`config.mk`:
```
export PLATFORM = sky130hd
export DESIGN_NAME = sortable_bounded_stack_top
export DESIGN_NICKNAME = d
export VERILOG_FILES = /design/src/rtl/sbs_pkg.sv /design/src/rtl/sbs_cell.sv /design/src/rtl/sbs_ctrl.sv /design/src/rtl/sortable_bounded_stack_top.sv
export SDC_FILE = /design/constraint.sdc
export NUM_CORES = 2
export LEC_CHECK = 0
export BUFFER_PORTS_ARGS = -buffer_cell sky130_fd_sc_hd__buf_4
export CAP_MARGIN = 15
export CELL_PAD_IN_SITES_DETAIL_PLACEMENT = 2
export CELL_PAD_IN_SITES_GLOBAL_PLACEMENT = 2
export CORE_MARGIN = 2
export CORE_UTILIZATION = 45
export CTS_CLUSTER_DIAMETER = 50
export DETAILED_ROUTE_END_ITERATION = 6
export HOLD_SLACK_MARGIN = 0.1
export PLACE_DENSITY = 0.94
export SLEW_MARGIN = 20
export SYNTH_ARGS = -nofsm -noshare
export SYNTH_HDL_FRONTEND = slang
export SYNTH_SLANG_ARGS = --single-unit
export TNS_END_PERCENT = 1
```
`constraint.sdc`:
```
create_clock -name clk -period 12.8 [get_ports clk]
set_input_delay 0.64 -clock clk [delete_from_list [all_inputs] [get_ports clk]]
set_output_delay 0.64 -clock clk [all_outputs]
set_load 0.05 [all_outputs]
```
`src/rtl/sbs_pkg.sv`:
```
// shared types and constants for the sortable stack
package sbs_pkg;

  localparam int WORD_W      = 32;
  localparam int CMD_W       = 2;
  localparam int COUNT_W     = 5;
  localparam int CAP_W       = 5;
  localparam int STATUS_W    = 2;
  localparam int DEPTH_DEF   = 16;
  localparam int MAX_RESULTS = 16;

  localparam logic [CAP_W-1:0] CAP_RESET = CAP_W'(16);

  // command codes
  localparam logic [CMD_W-1:0] CMD_PUSH = 2'd0;
  localparam logic [CMD_W-1:0] CMD_POP  = 2'd1;
  localparam logic [CMD_W-1:0] CMD_SORT = 2'd2;
  localparam logic [CMD_W-1:0] CMD_DUMP = 2'd3;

  // status codes
  localparam logic [STATUS_W-1:0] ST_OK       = 2'd0;
  localparam logic [STATUS_W-1:0] ST_OVERFLOW = 2'd1;
  localparam logic [STATUS_W-1:0] ST_EMPTY    = 2'd2;

  // operation applied to every cell in the same cycle
  typedef enum logic [2:0] {
    OP_HOLD,
    OP_PUSH,
    OP_POP,
    OP_SORT,
    OP_ROTATE
  } op_t;

  // per-cell control, built from the shared op, the sort phase and the fill level
  typedef struct packed {
    op_t  op;
    logic held;    // cell holds a live entry
    logic bottom;  // cell holds the oldest live entry
    logic upper;   // in this sort phase the cell pairs with the one below
    logic paired;  // its sort partner is live as well
  } cell_ctrl_t;

endpackage

```
`src/rtl/sbs_cell.sv`:
```
// one stack entry: shifts, compare-exchanges and rotates with its neighbors
module sbs_cell (
  input  logic                              clk,
  input  sbs_pkg::cell_ctrl_t               ctl,
  input  logic signed [sbs_pkg::WORD_W-1:0] prev_word,
  input  logic signed [sbs_pkg::WORD_W-1:0] next_word,
  input  logic signed [sbs_pkg::WORD_W-1:0] wrap_word,
  output logic signed [sbs_pkg::WORD_W-1:0] word
);
  import sbs_pkg::*;

  // entry update, index 0 is the top of the stack
  always_ff @(posedge clk) begin
    unique case (ctl.op)
      OP_HOLD: begin
      end
      OP_PUSH: begin
        word <= prev_word;
      end
      OP_POP: begin
        word <= next_word;
      end
      OP_SORT: begin
        // upper keeps the larger, lower keeps the smaller
        if (ctl.paired) begin
          if (ctl.upper) begin
            if (next_word > word) word <= next_word;
          end else begin
            if (word > prev_word) word <= prev_word;
          end
        end
      end
      OP_ROTATE: begin
        if (ctl.bottom) begin
          word <= wrap_word;
        end else if (ctl.held) begin
          word <= next_word;
        end
      end
      default: begin
      end
    endcase
  end

endmodule

```
`src/rtl/sbs_ctrl.sv`:
```
// command sequencer, fill level, capacity register and result register
module sbs_ctrl #(
  parameter int  DEPTH  = sbs_pkg::DEPTH_DEF,
  localparam int FILL_W = $clog2(DEPTH + 1)
) (
  input  logic                                clk,
  input  logic                                rst,
  input  logic                                in_valid,
  output logic                                in_ready,
  input  logic [sbs_pkg::CMD_W-1:0]           cmd,
  input  logic signed [sbs_pkg::WORD_W-1:0]   push_value,
  input  logic signed [sbs_pkg::WORD_W-1:0]   top_word,
  input  logic signed [sbs_pkg::WORD_W-1:0]   second_word,
  input  logic                                cfg_write,
  input  logic [sbs_pkg::CAP_W-1:0]           cfg_data,
  output sbs_pkg::op_t                        op,
  output logic                                phase_odd,
  output logic [FILL_W-1:0]                   fill,
  output logic                                out_valid,
  input  logic                                out_ready,
  output logic signed [sbs_pkg::WORD_W-1:0]   value,
  output logic [sbs_pkg::COUNT_W-1:0]         count,
  output logic [sbs_pkg::STATUS_W-1:0]        status,
  output logic                                last
);
  import sbs_pkg::*;

  localparam int CW = (FILL_W > COUNT_W) ? FILL_W : COUNT_W;

  localparam logic [1:0] S_IDLE = 2'd0;
  localparam logic [1:0] S_SORT = 2'd1;
  localparam logic [1:0] S_DUMP = 2'd2;

  logic [1:0]          state, state_next;
  logic [FILL_W-1:0]   fill_next;
  logic [FILL_W-1:0]   step, step_next;
  logic [CAP_W-1:0]    capacity;

  logic                       slot_free, accept, full, empty;
  logic [CW-1:0]              fill_ext, step_ext, dump_n;
  logic                       emit_now, dump_last;
  logic                       load;
  logic signed [WORD_W-1:0]   ld_value;
  logic [FILL_W-1:0]          ld_fill;
  logic [STATUS_W-1:0]        ld_status;
  logic                       ld_last;

  // handshake and level flags
  assign slot_free = !out_valid || out_ready;
  assign in_ready  = (state == S_IDLE) && slot_free;
  assign accept    = in_valid && in_ready;
  assign empty     = (fill == '0);
  assign fill_ext  = CW'(fill);
  assign step_ext  = CW'(step);
  assign full      = (fill_ext >= CW'(capacity)) || (fill == FILL_W'(DEPTH));
  assign dump_n    = (fill_ext > CW'(MAX_RESULTS)) ? CW'(MAX_RESULTS) : fill_ext;
  assign emit_now  = step_ext < CW'(MAX_RESULTS);
  assign dump_last = (CW'(step_ext + CW'(1)) == dump_n);
  assign phase_odd = step[0];

  // sequencer
  always_comb begin
    state_next = state;
    fill_next  = fill;
    step_next  = step;
    op         = OP_HOLD;
    load       = 1'b0;
    ld_value   = '0;
    ld_fill    = fill;
    ld_status  = ST_OK;
    ld_last    = 1'b1;
    unique case (state)
      S_IDLE: begin
        if (accept) begin
          unique case (cmd)
            CMD_PUSH: begin
              load = 1'b1;
              if (full) begin
                ld_value  = empty ? '0 : top_word;
                ld_status = ST_OVERFLOW;
              end else begin
                op        = OP_PUSH;
                fill_next = fill + FILL_W'(1);
                ld_fill   = fill_next;
                ld_value  = push_value;
              end
            end
            CMD_POP: begin
              load = 1'b1;
              if (empty) begin
                ld_status = ST_EMPTY;
              end else begin
                op        = OP_POP;
                fill_next = fill - FILL_W'(1);
                ld_fill   = fill_next;
                ld_value  = (fill > FILL_W'(1)) ? second_word : '0;
              end
            end
            CMD_SORT: begin
              if (empty) begin
                load      = 1'b1;
                ld_status = ST_EMPTY;
              end else begin
                step_next  = '0;
                state_next = S_SORT;
              end
            end
            CMD_DUMP: begin
              if (empty) begin
                load      = 1'b1;
                ld_status = ST_EMPTY;
              end else begin
                step_next  = '0;
                state_next = S_DUMP;
              end
            end
          endcase
        end
      end
      S_SORT: begin
        // one odd-even transposition phase per cycle, fill phases in all
        if (step != fill) begin
          op        = OP_SORT;
          step_next = step + FILL_W'(1);
        end else if (slot_free) begin
          load       = 1'b1;
          ld_value   = top_word;
          state_next = S_IDLE;
        end
      end
      S_DUMP: begin
        // rotate the live entries once around, emitting the top in the first MAX_RESULTS steps
        if (!emit_now || slot_free) begin
          op = OP_ROTATE;
          if (emit_now) begin
            load     = 1'b1;
            ld_value = top_word;
            ld_last  = dump_last;
          end
          if (step == fill - FILL_W'(1)) begin
            state_next = S_IDLE;
          end else begin
            step_next = step + FILL_W'(1);
          end
        end
      end
      default: begin
        state_next = S_IDLE;
      end
    endcase
  end

  // control registers
  always_ff @(posedge clk) begin
    if (rst) begin
      state     <= S_IDLE;
      fill      <= '0;
      step      <= '0;
      capacity  <= CAP_RESET;
      out_valid <= 1'b0;
    end else begin
      state <= state_next;
      fill  <= fill_next;
      step  <= step_next;
      if (cfg_write) capacity <= cfg_data;
      if (load) begin
        out_valid <= 1'b1;
      end else if (out_ready) begin
        out_valid <= 1'b0;
      end
    end
  end

  // result payload
  always_ff @(posedge clk) begin
    if (load) begin
      value  <= ld_value;
      count  <= COUNT_W'(ld_fill);
      status <= ld_status;
      last   <= ld_last;
    end
  end

endmodule

```
`src/rtl/sortable_bounded_stack_top.sv`:
```
// top level of the sortable stack: sequencer plus a row of entry cells
//
// Input channel in_valid/in_ready carries one command item (cmd, push_value);
// output channel out_valid/out_ready carries result items (value, count,
// status, last). Capacity is written through cfg_write/cfg_data; the user must
// write it only while idle; the block does not enforce this. Push and pop: the
// result is registered in the cycle after the item is accepted. Sort: the live
// entries run one odd-even transposition phase per cycle, fill phases in all.
// Dump: the live entries rotate once around the cell row, one step per cycle;
// the first (at most 16) steps each emit one result, last marks the final.
// A new item is taken only when the sequencer is idle and the result
// register is empty or being read in that cycle, so push and pop stream at
// one item per cycle while out_ready stays high.
// A stalled receiver holds the result register; sort finishes its phases and
// then waits, dump waits step by step before each emitted entry.
// Reset empties the stack, sets capacity to 16 and drops out_valid; entry
// contents are not cleared.
module sortable_bounded_stack_top #(
  parameter int DEPTH = sbs_pkg::DEPTH_DEF
) (
  input  logic                              clk,
  input  logic                              rst,
  input  logic                              in_valid,
  output logic                              in_ready,
  input  logic [sbs_pkg::CMD_W-1:0]         cmd,
  input  logic signed [sbs_pkg::WORD_W-1:0] push_value,
  input  logic                              cfg_write,
  input  logic [sbs_pkg::CAP_W-1:0]         cfg_data,
  output logic                              out_valid,
  input  logic                              out_ready,
  output logic signed [sbs_pkg::WORD_W-1:0] value,
  output logic [sbs_pkg::COUNT_W-1:0]       count,
  output logic [sbs_pkg::STATUS_W-1:0]      status,
  output logic                              last
);
  import sbs_pkg::*;

  localparam int FILL_W = $clog2(DEPTH + 1);

  op_t                      op;
  logic                     phase_odd;
  logic [FILL_W-1:0]        fill;
  logic signed [WORD_W-1:0] words [DEPTH];
  cell_ctrl_t               ctl [DEPTH];

  // sequencer
  sbs_ctrl #(
    .DEPTH (DEPTH)
  ) u_ctrl (
    .clk         (clk),
    .rst         (rst),
    .in_valid    (in_valid),
    .in_ready    (in_ready),
    .cmd         (cmd),
    .push_value  (push_value),
    .top_word    (words[0]),
    .second_word (words[1]),
    .cfg_write   (cfg_write),
    .cfg_data    (cfg_data),
    .op          (op),
    .phase_odd   (phase_odd),
    .fill        (fill),
    .out_valid   (out_valid),
    .out_ready   (out_ready),
    .value       (value),
    .count       (count),
    .status      (status),
    .last        (last)
  );

  // row of cells, index 0 at the top
  for (genvar i = 0; i < DEPTH; i++) begin : g_cell
    logic held, upper;

    assign held  = FILL_W'(i) < fill;
    assign upper = ((i % 2) == 1) ? phase_odd : !phase_odd;

    assign ctl[i].op     = op;
    assign ctl[i].held   = held;
    assign ctl[i].bottom = (FILL_W'(i + 1) == fill);
    assign ctl[i].upper  = upper;
    assign ctl[i].paired = upper ? (FILL_W'(i + 1) < fill)
                                 : ((i != 0) ? held : 1'b0);

    sbs_cell u_cell (
      .clk       (clk),
      .ctl       (ctl[i]),
      .prev_word ((i == 0) ? push_value : words[(i == 0) ? 0 : i - 1]),
      .next_word (words[(i == DEPTH - 1) ? i : i + 1]),
      .wrap_word (words[0]),
      .word      (words[i])
    );
  end

endmodule

```
# Word level (Yosys, flattened, before mapping)
# Cells that the tools add are included.
# word_totals
output_inout_bits	42
reg_bits	570
elab_cells	373
# op_classes
add_sub_neg	3
mux	179
n_lt_le_gt_ge	37
n_eq_ne	92
n_reduce_logical	37
# op_table
op	n
$mux W32	103
$pmux W32 S4	15
$gt A32 B32 Y1	16
$pmux W32 S3	2
$reduce_and A5 Y1	15
$pmux W32 S2	1
$mux W5	11
$ne A3 B3 Y1 const B	17
$ne A2 B2 Y1 const B	24
$ne A3 B2 Y1 const B	16
$eq A4 B5 Y1 const A	8
$lt A4 B5 Y1 const A	8
$mux W1	26
$eq A3 B5 Y1 const A	4
$lt A3 B5 Y1 const A	4
$mux W2	10
$pmux W5 S3	1
$ne A2 B1 Y1 const B	6
$add A5 B1 Y5 const B	2
$eq A2 B5 Y1 const A	2
$eq A5 B5 Y1	2
$lt A1 B5 Y1 const A	2
$lt A2 B5 Y1 const A	2
$pmux W5 S2	1
37 further kinds	50

# Logic depth before layout (Yosys ltp)
# logic_depth
ltp_word	9
mapped_depth	13

# Cells and area by module
# A second synthesis with hierarchy kept.
# hier_totals
cells_unflattened	6214
hier_area_um2	55006.5
# by_module_without_submodules
module	seq_area_each_um2	n_inst	area_each_um2	cells_per_inst
sbs_cell at g_cell[0].u_cell ...	960.9	15	3171.8	357
sbs_ctrl	1561.5	1	3757.4	414
sbs_cell at g_cell[15].u_cell	960.9	1	3203.1	355
sortable_bounded_stack_top	0.0	1	469.2	90

# Worst setup path before layout
# No wires, ideal clock.
# synth_timing
path_type	reg2reg
from	register u_ctrl.fill[0]
to	register g_cell[3].u_cell.word[0] (netlist bit) (enable)
path_stages_with_launch	11
path_slack_ns	4.852
setup_time_ns	0.595
period_less_slack_ns	7.948
required_ns	12.205
t_arrival_ns	7.353
n_path_buf	2
path_cell_list	dfxtp_1 buf_1 inv_1 ha_1 or4b_4 nor3b_2 nand3_2 nand4_2 buf_2 a21boi_0 a2111oi_0
# synth_between
elab_chain_len	9
word_cells_on_any_way	25
# synth_rtl
item	line_no	source
start, declared	sbs_ctrl.sv:18	output logic [FILL_W-1:0] fill,
start signal, assigned	sbs_ctrl.sv:163	fill <= fill_next;
$ge A5 B5 Y1 / $eq A5 B5 Y1 (equally long branches)	sbs_ctrl.sv:55	assign full = (fill_ext >= CW'(capacity)) || (fill == FILL_W'(DEPTH));
$logic_or A1 B1 Y1	sbs_ctrl.sv:55	
$mux W1	sbs_ctrl.sv:78	if (full) begin
$pmux W3 S2	sbs_ctrl.sv:75	unique case (cmd)
$mux W3	sbs_ctrl.sv:74	if (accept) begin
$pmux W3 S3	sbs_ctrl.sv:72	unique case (state)
$eq A3 B3 Y1, or another cell as far along	sbs_cell.sv:14	unique case (ctl.op)
$ne A3 B3 Y1 (no source line), or another cell as far along	n/a	
$reduce_and A5 Y1 (no source line) (*)	n/a	
end signal, assigned	sbs_cell.sv:18	word <= prev_word;
end signal, assigned	sbs_cell.sv:21	word <= next_word;
end signal, assigned	sbs_cell.sv:27	if (next_word > word) word <= next_word;
end, declared	sbs_cell.sv:8	output logic signed [sbs_pkg::WORD_W-1:0] word
# Every way passes the cells marked *; elsewhere a longest branch is shown, timed or not.
# A chain may end at the register's enable or synchronous reset.

# Worst setup path after layout
# layout_timing
from	register u_ctrl.fill[1]
to	register g_cell[13].u_cell.word[29] (netlist bit) (data pin)
# layout_between
elab_chain_len	8
word_cells_on_any_way	18
# layout_rtl
item	line_no
$ge A5 B5 Y1 / $eq A5 B5 Y1 (equally long branches)	sbs_ctrl.sv:55
$logic_or A1 B1 Y1	sbs_ctrl.sv:55
$mux W1	sbs_ctrl.sv:78
$pmux W3 S2	sbs_ctrl.sv:75
$mux W3	sbs_ctrl.sv:74
$pmux W3 S3	sbs_ctrl.sv:72
$eq A3 B3 Y1, or another cell as far along	sbs_cell.sv:14
$pmux W32 S4 (*)	sbs_cell.sv:14
end signal, assigned	sbs_cell.sv:18
end signal, assigned	sbs_cell.sv:21
end signal, assigned	sbs_cell.sv:27
end, declared	sbs_cell.sv:8
# Marked as above.

==> run_results.csv <==
group,metric,value,unit
run_status,status,"finished, violations left",
run_status,violations,"design-rule violations",
yosys,yosysTopAreaCellShare,41.3,%
timing,maxSlewViolCount,0,
drt,wl_per_cell,37.2,um
yosys,synth_area_leaders,"edfxtp_1 (41%), ha_1 (15%), a222oi_1 (8.0%)",
setup_path,cp_max_fo,81,
drt,ant_nets,0,
power_and_ir_drop,comb_power_share,25.6,%
grt,grt_use_total,43.1,%
grt,antenna_found_initial,4,
timing,maxSlewHeadroom,16.0,%
yosys,synth_fa_ha_area_share,15.4,%
layout,multi_input_area,0.0192,mm^2
worst_hold_path,hold_path.class,"input port to flop",
timing,min_period_over_period,54.5,%
clock_tree,cts_tree,"yes",
layout,fin_cells,5378,
floorplan,die_area,0.0916,mm^2
run,cap_viol_max_count,0,
setup_path,cp.required,13.32,ns
clock_tree,clock_sinks,570,
floorplan,die_h,303,um
grt,overflow,0,
setup_path,crit_type,"flop to flop",
timing,fmax,143,MHz
floorplan,pin_count,86,
clock_tree,cts-root-buf,"clkbuf_16",
drt,drt-initial-drc-count,7137,
yosys,synth_top_family_by_area,"compound AO/OA/AOI/OAI gates",
grt,grt_pass1_vias,43426,
setup_path,slowest_stage,"buf_4",
timing,setup_violations,0,
clock_tree,holdBufCountCts,0,
timing,finClkSkew,0.0487,ns
power_and_ir_drop,internal-power,0.00437,W
setup_path,cp.arrival,7.50,ns
power_and_ir_drop,sw_frac_of_total,37.7,%
yosys,synth_common_cells,"inv_1 (843), edfxtp_1 (552), ha_1 (495)",
place,dp.cells,5211,
place,io_buffer_count,85,
yosys,synth.cell_area,0.0401,mm^2
yosys,post_synth_num_cell_types,83,
yosys,synthXorXnorAreaFrac,0.306,%
power_and_ir_drop,vdd_drop_max,120,uV
place,gp_congestion,0.931,
yosys,ys.flop_type,"edfxtp_1",
yosys,synthArstFlopShare,0,%
setup_path,worstSetupStartpointType,"flop",
drt,vias_per_cell,7.37,
yosys,synth_top_area_cell,"edfxtp_1",
yosys,synth_edf_count,552,
yosys,syn_nets,4665,
layout,fillerInstances,8965,
drt,routed_wirelength,200000,um
yosys,synth_compound_area_share,21.2,%
power_and_ir_drop,p_sw,0.00265,W
clock_tree,cts_setup_buffers,0,
yosys,syn_inst,4126,
power_and_ir_drop,total_power,0.00702,W
yosys,synth-seq-cells,570,
setup_path,end_kind,"flop",
yosys,synth_simple_gate_area_share,9.51,%
clock_tree,h-tree-depth,3,
setup_path,path_cells,"inv_1 -> ha_1 -> or4b_4 -> nor3b_2 -> nand3_2 -> and4_4 -> o21ai_4 -> buf_4 -> buf_4 -> a222oi_1 -> inv_1",
layout,layout-drive-gt1-share,8.64,%
grt,grt_first_pass_wirelength,294000,um
yosys,ys.warnings.count,0,
clock_tree,cts_resized,0,
yosys,ys_seq_area_share,42.2,%
timing,setup_slack,5.82,ns
clock_tree,cts_buffer_depth,3,
power_and_ir_drop,seqPwrFrac,38.2,%
drt,vias,39662,
clock_tree,clk_pin_slew_worst_paths,0.06,ns
timing,period_minus_slack,6.98,ns
place,place_ws,6.62,ns
timing,rsz0062_at_grt,"false",
yosys,yosysMostFrequentCell,"inv_1",
floorplan,core_area,0.0884,mm^2
drt,first_pass_iters,7,
timing,hold_violations,0,
power_and_ir_drop,powerDensity,156,mW/mm^2
yosys,synth_mux_area_share,0.976,%
clock_tree,insertion_delay,0.70,ns
power_and_ir_drop,p_leak,19.5,nW
setup_path,crit_path_max_incr_delay,0.98,ns
floorplan,initial_core_util,45.4,%
clock_tree,cts_buffers,90,
floorplan,num_rows,109,
drt,drc,183,
place,dpl.hpwl,126000,um
layout,syn2layout_area_growth,11.9,%
yosys,avgSynthCellArea,9.72,um^2
grt,grt_max_degree,170,
layout,seqCellArea,0.0169,mm^2
timing,worst_pin_slew,1.24,ns
layout,fin_nets,4677,
layout,final_core_util,50.8,%
floorplan,die_w,303,um
power_and_ir_drop,clkPwrFrac,36.3,%
timing,tns,0,ns
[worst max-delay path, delay by kind of cell, from the launching register on]
family                   cells  cell delay (ns)
adder cells (fa/ha/maj)      1             0.39
AO/OA/AOI/OAI                2             1.27
buffers and inverters        4             2.42
flip-flops                   1             0.86
AND/OR/NAND/NOR              4             1.69
[path summary, 6_finish.rpt]
kind	startpoint	to	slack, ns	cells past startpoint
setup / recovery	u_ctrl.fill[1]	g_cell[13].u_cell.word[29]	5.82	11
hold / removal	cfg_data[4]	u_ctrl.capacity[4]	0.22	3
setup reg to reg	u_ctrl.fill[1]	g_cell[13].u_cell.word[29]	5.82	11
hold reg to reg	u_ctrl.capacity[3]	u_ctrl.capacity[3]	0.56	2
[area by class of cell]
cell class	count	area share (%)
Clock inverter	63	1.32
Clock buffer	102	5.21
Tap cell	1165	3.25
Multi-Input combinational cell	2479	42.8
Inverter	843	7.05
Timing Repair Buffer	154	2.60
Sequential cell	570	37.7
Antenna cell	2	0.0112
[cell usage in the layout (no fill, tap or decap), drive strengths merged, types with 7 or more instances in the layout]
cell type / netlist / routed
a2111oi: 11 / 11
a21boi: 8 / 8
a21o: 39 / 39
a21oi: 300 / 300
a221oi: 9 / 9
a222oi: 320 / 320
a22oi: 67 / 67
a31oi: 14 / 14
a32oi: 32 / 32
and2: 9 / 9
and3: 10 / 10
and4: 19 / 19
buf: 97 / 154
clkbuf: 137 / 102
clkinv: 0 / 25
clkinvlp: 0 / 19
dfxtp: 18 / 18
edfxtp: 552 / 552
ha: 495 / 495
inv: 843 / 857
mux2i: 38 / 38
nand2: 306 / 306
nand3: 92 / 92
nand4: 94 / 94
nor2: 80 / 80
nor2b: 30 / 30
nor3: 62 / 62
nor4: 14 / 14
o211ai: 21 / 21
o21a: 18 / 18
o21ai: 181 / 181
o22ai: 14 / 14
o31ai: 72 / 72
or4: 7 / 7
xnor2: 9 / 9
[power groups by stage]
stage	clock network [W]	registers, W	logic [W]
global route	0.00260	0.00268	0.00189
global placement	0	0.00263	0.00139
CTS	0.00255	0.00265	0.00174
detailed placement	0	0.00266	0.00159
finish	0.00255	0.00268	0.00180
floorplan	0	0.00261	0.000970
[per-stage QoR]
step                      instance area [um^2]  hold slack (ns)
final                                    44900            0.218
after global routing                     44900            0.239
after CTS                                44900            0.198
after detailed placement                 41900            0.525
after global placement                   41900            0.476
after floorplan                          40100            0.459
[sequential cells by signal, summed over array words and instances, names as in the netlist]
register            count
u_ctrl.out_valid        1
u_ctrl.value           32
u_ctrl.fill             5
g_cell.u_cell.word    512
u_ctrl.step             5
u_ctrl.count            5
u_ctrl.status           2
u_ctrl.capacity         5
u_ctrl.state            2
u_ctrl.last             1
[logic make-up (layout without fill, tap and decap cells)]
logic type,Yosys count,after routing
AO/OA/AOI/OAI,1163,1163
buffers and inverters,1077,1162
AND/OR/NAND/NOR,768,768
flip-flops,570,570
adder cells (fa/ha/maj),495,495
multiplexers,39,39
XOR/XNOR,14,14
other,0,2
[layer usage]
| layer | up-vias | wire, um | GRT usage (%) |
|---|---|---|---|
| met3 | 1055 | 20700 | 9.04 |
| met2 | 3254 | 96000 | 72.6 |
| li1 | 15573 | - | - |
| met1 | 19774 | 66900 | 48.6 |
| met4 | 6 | 16500 | 31.3 |
| met5 | - | 47 | 0 |
(Power assumes the default switching activity.)
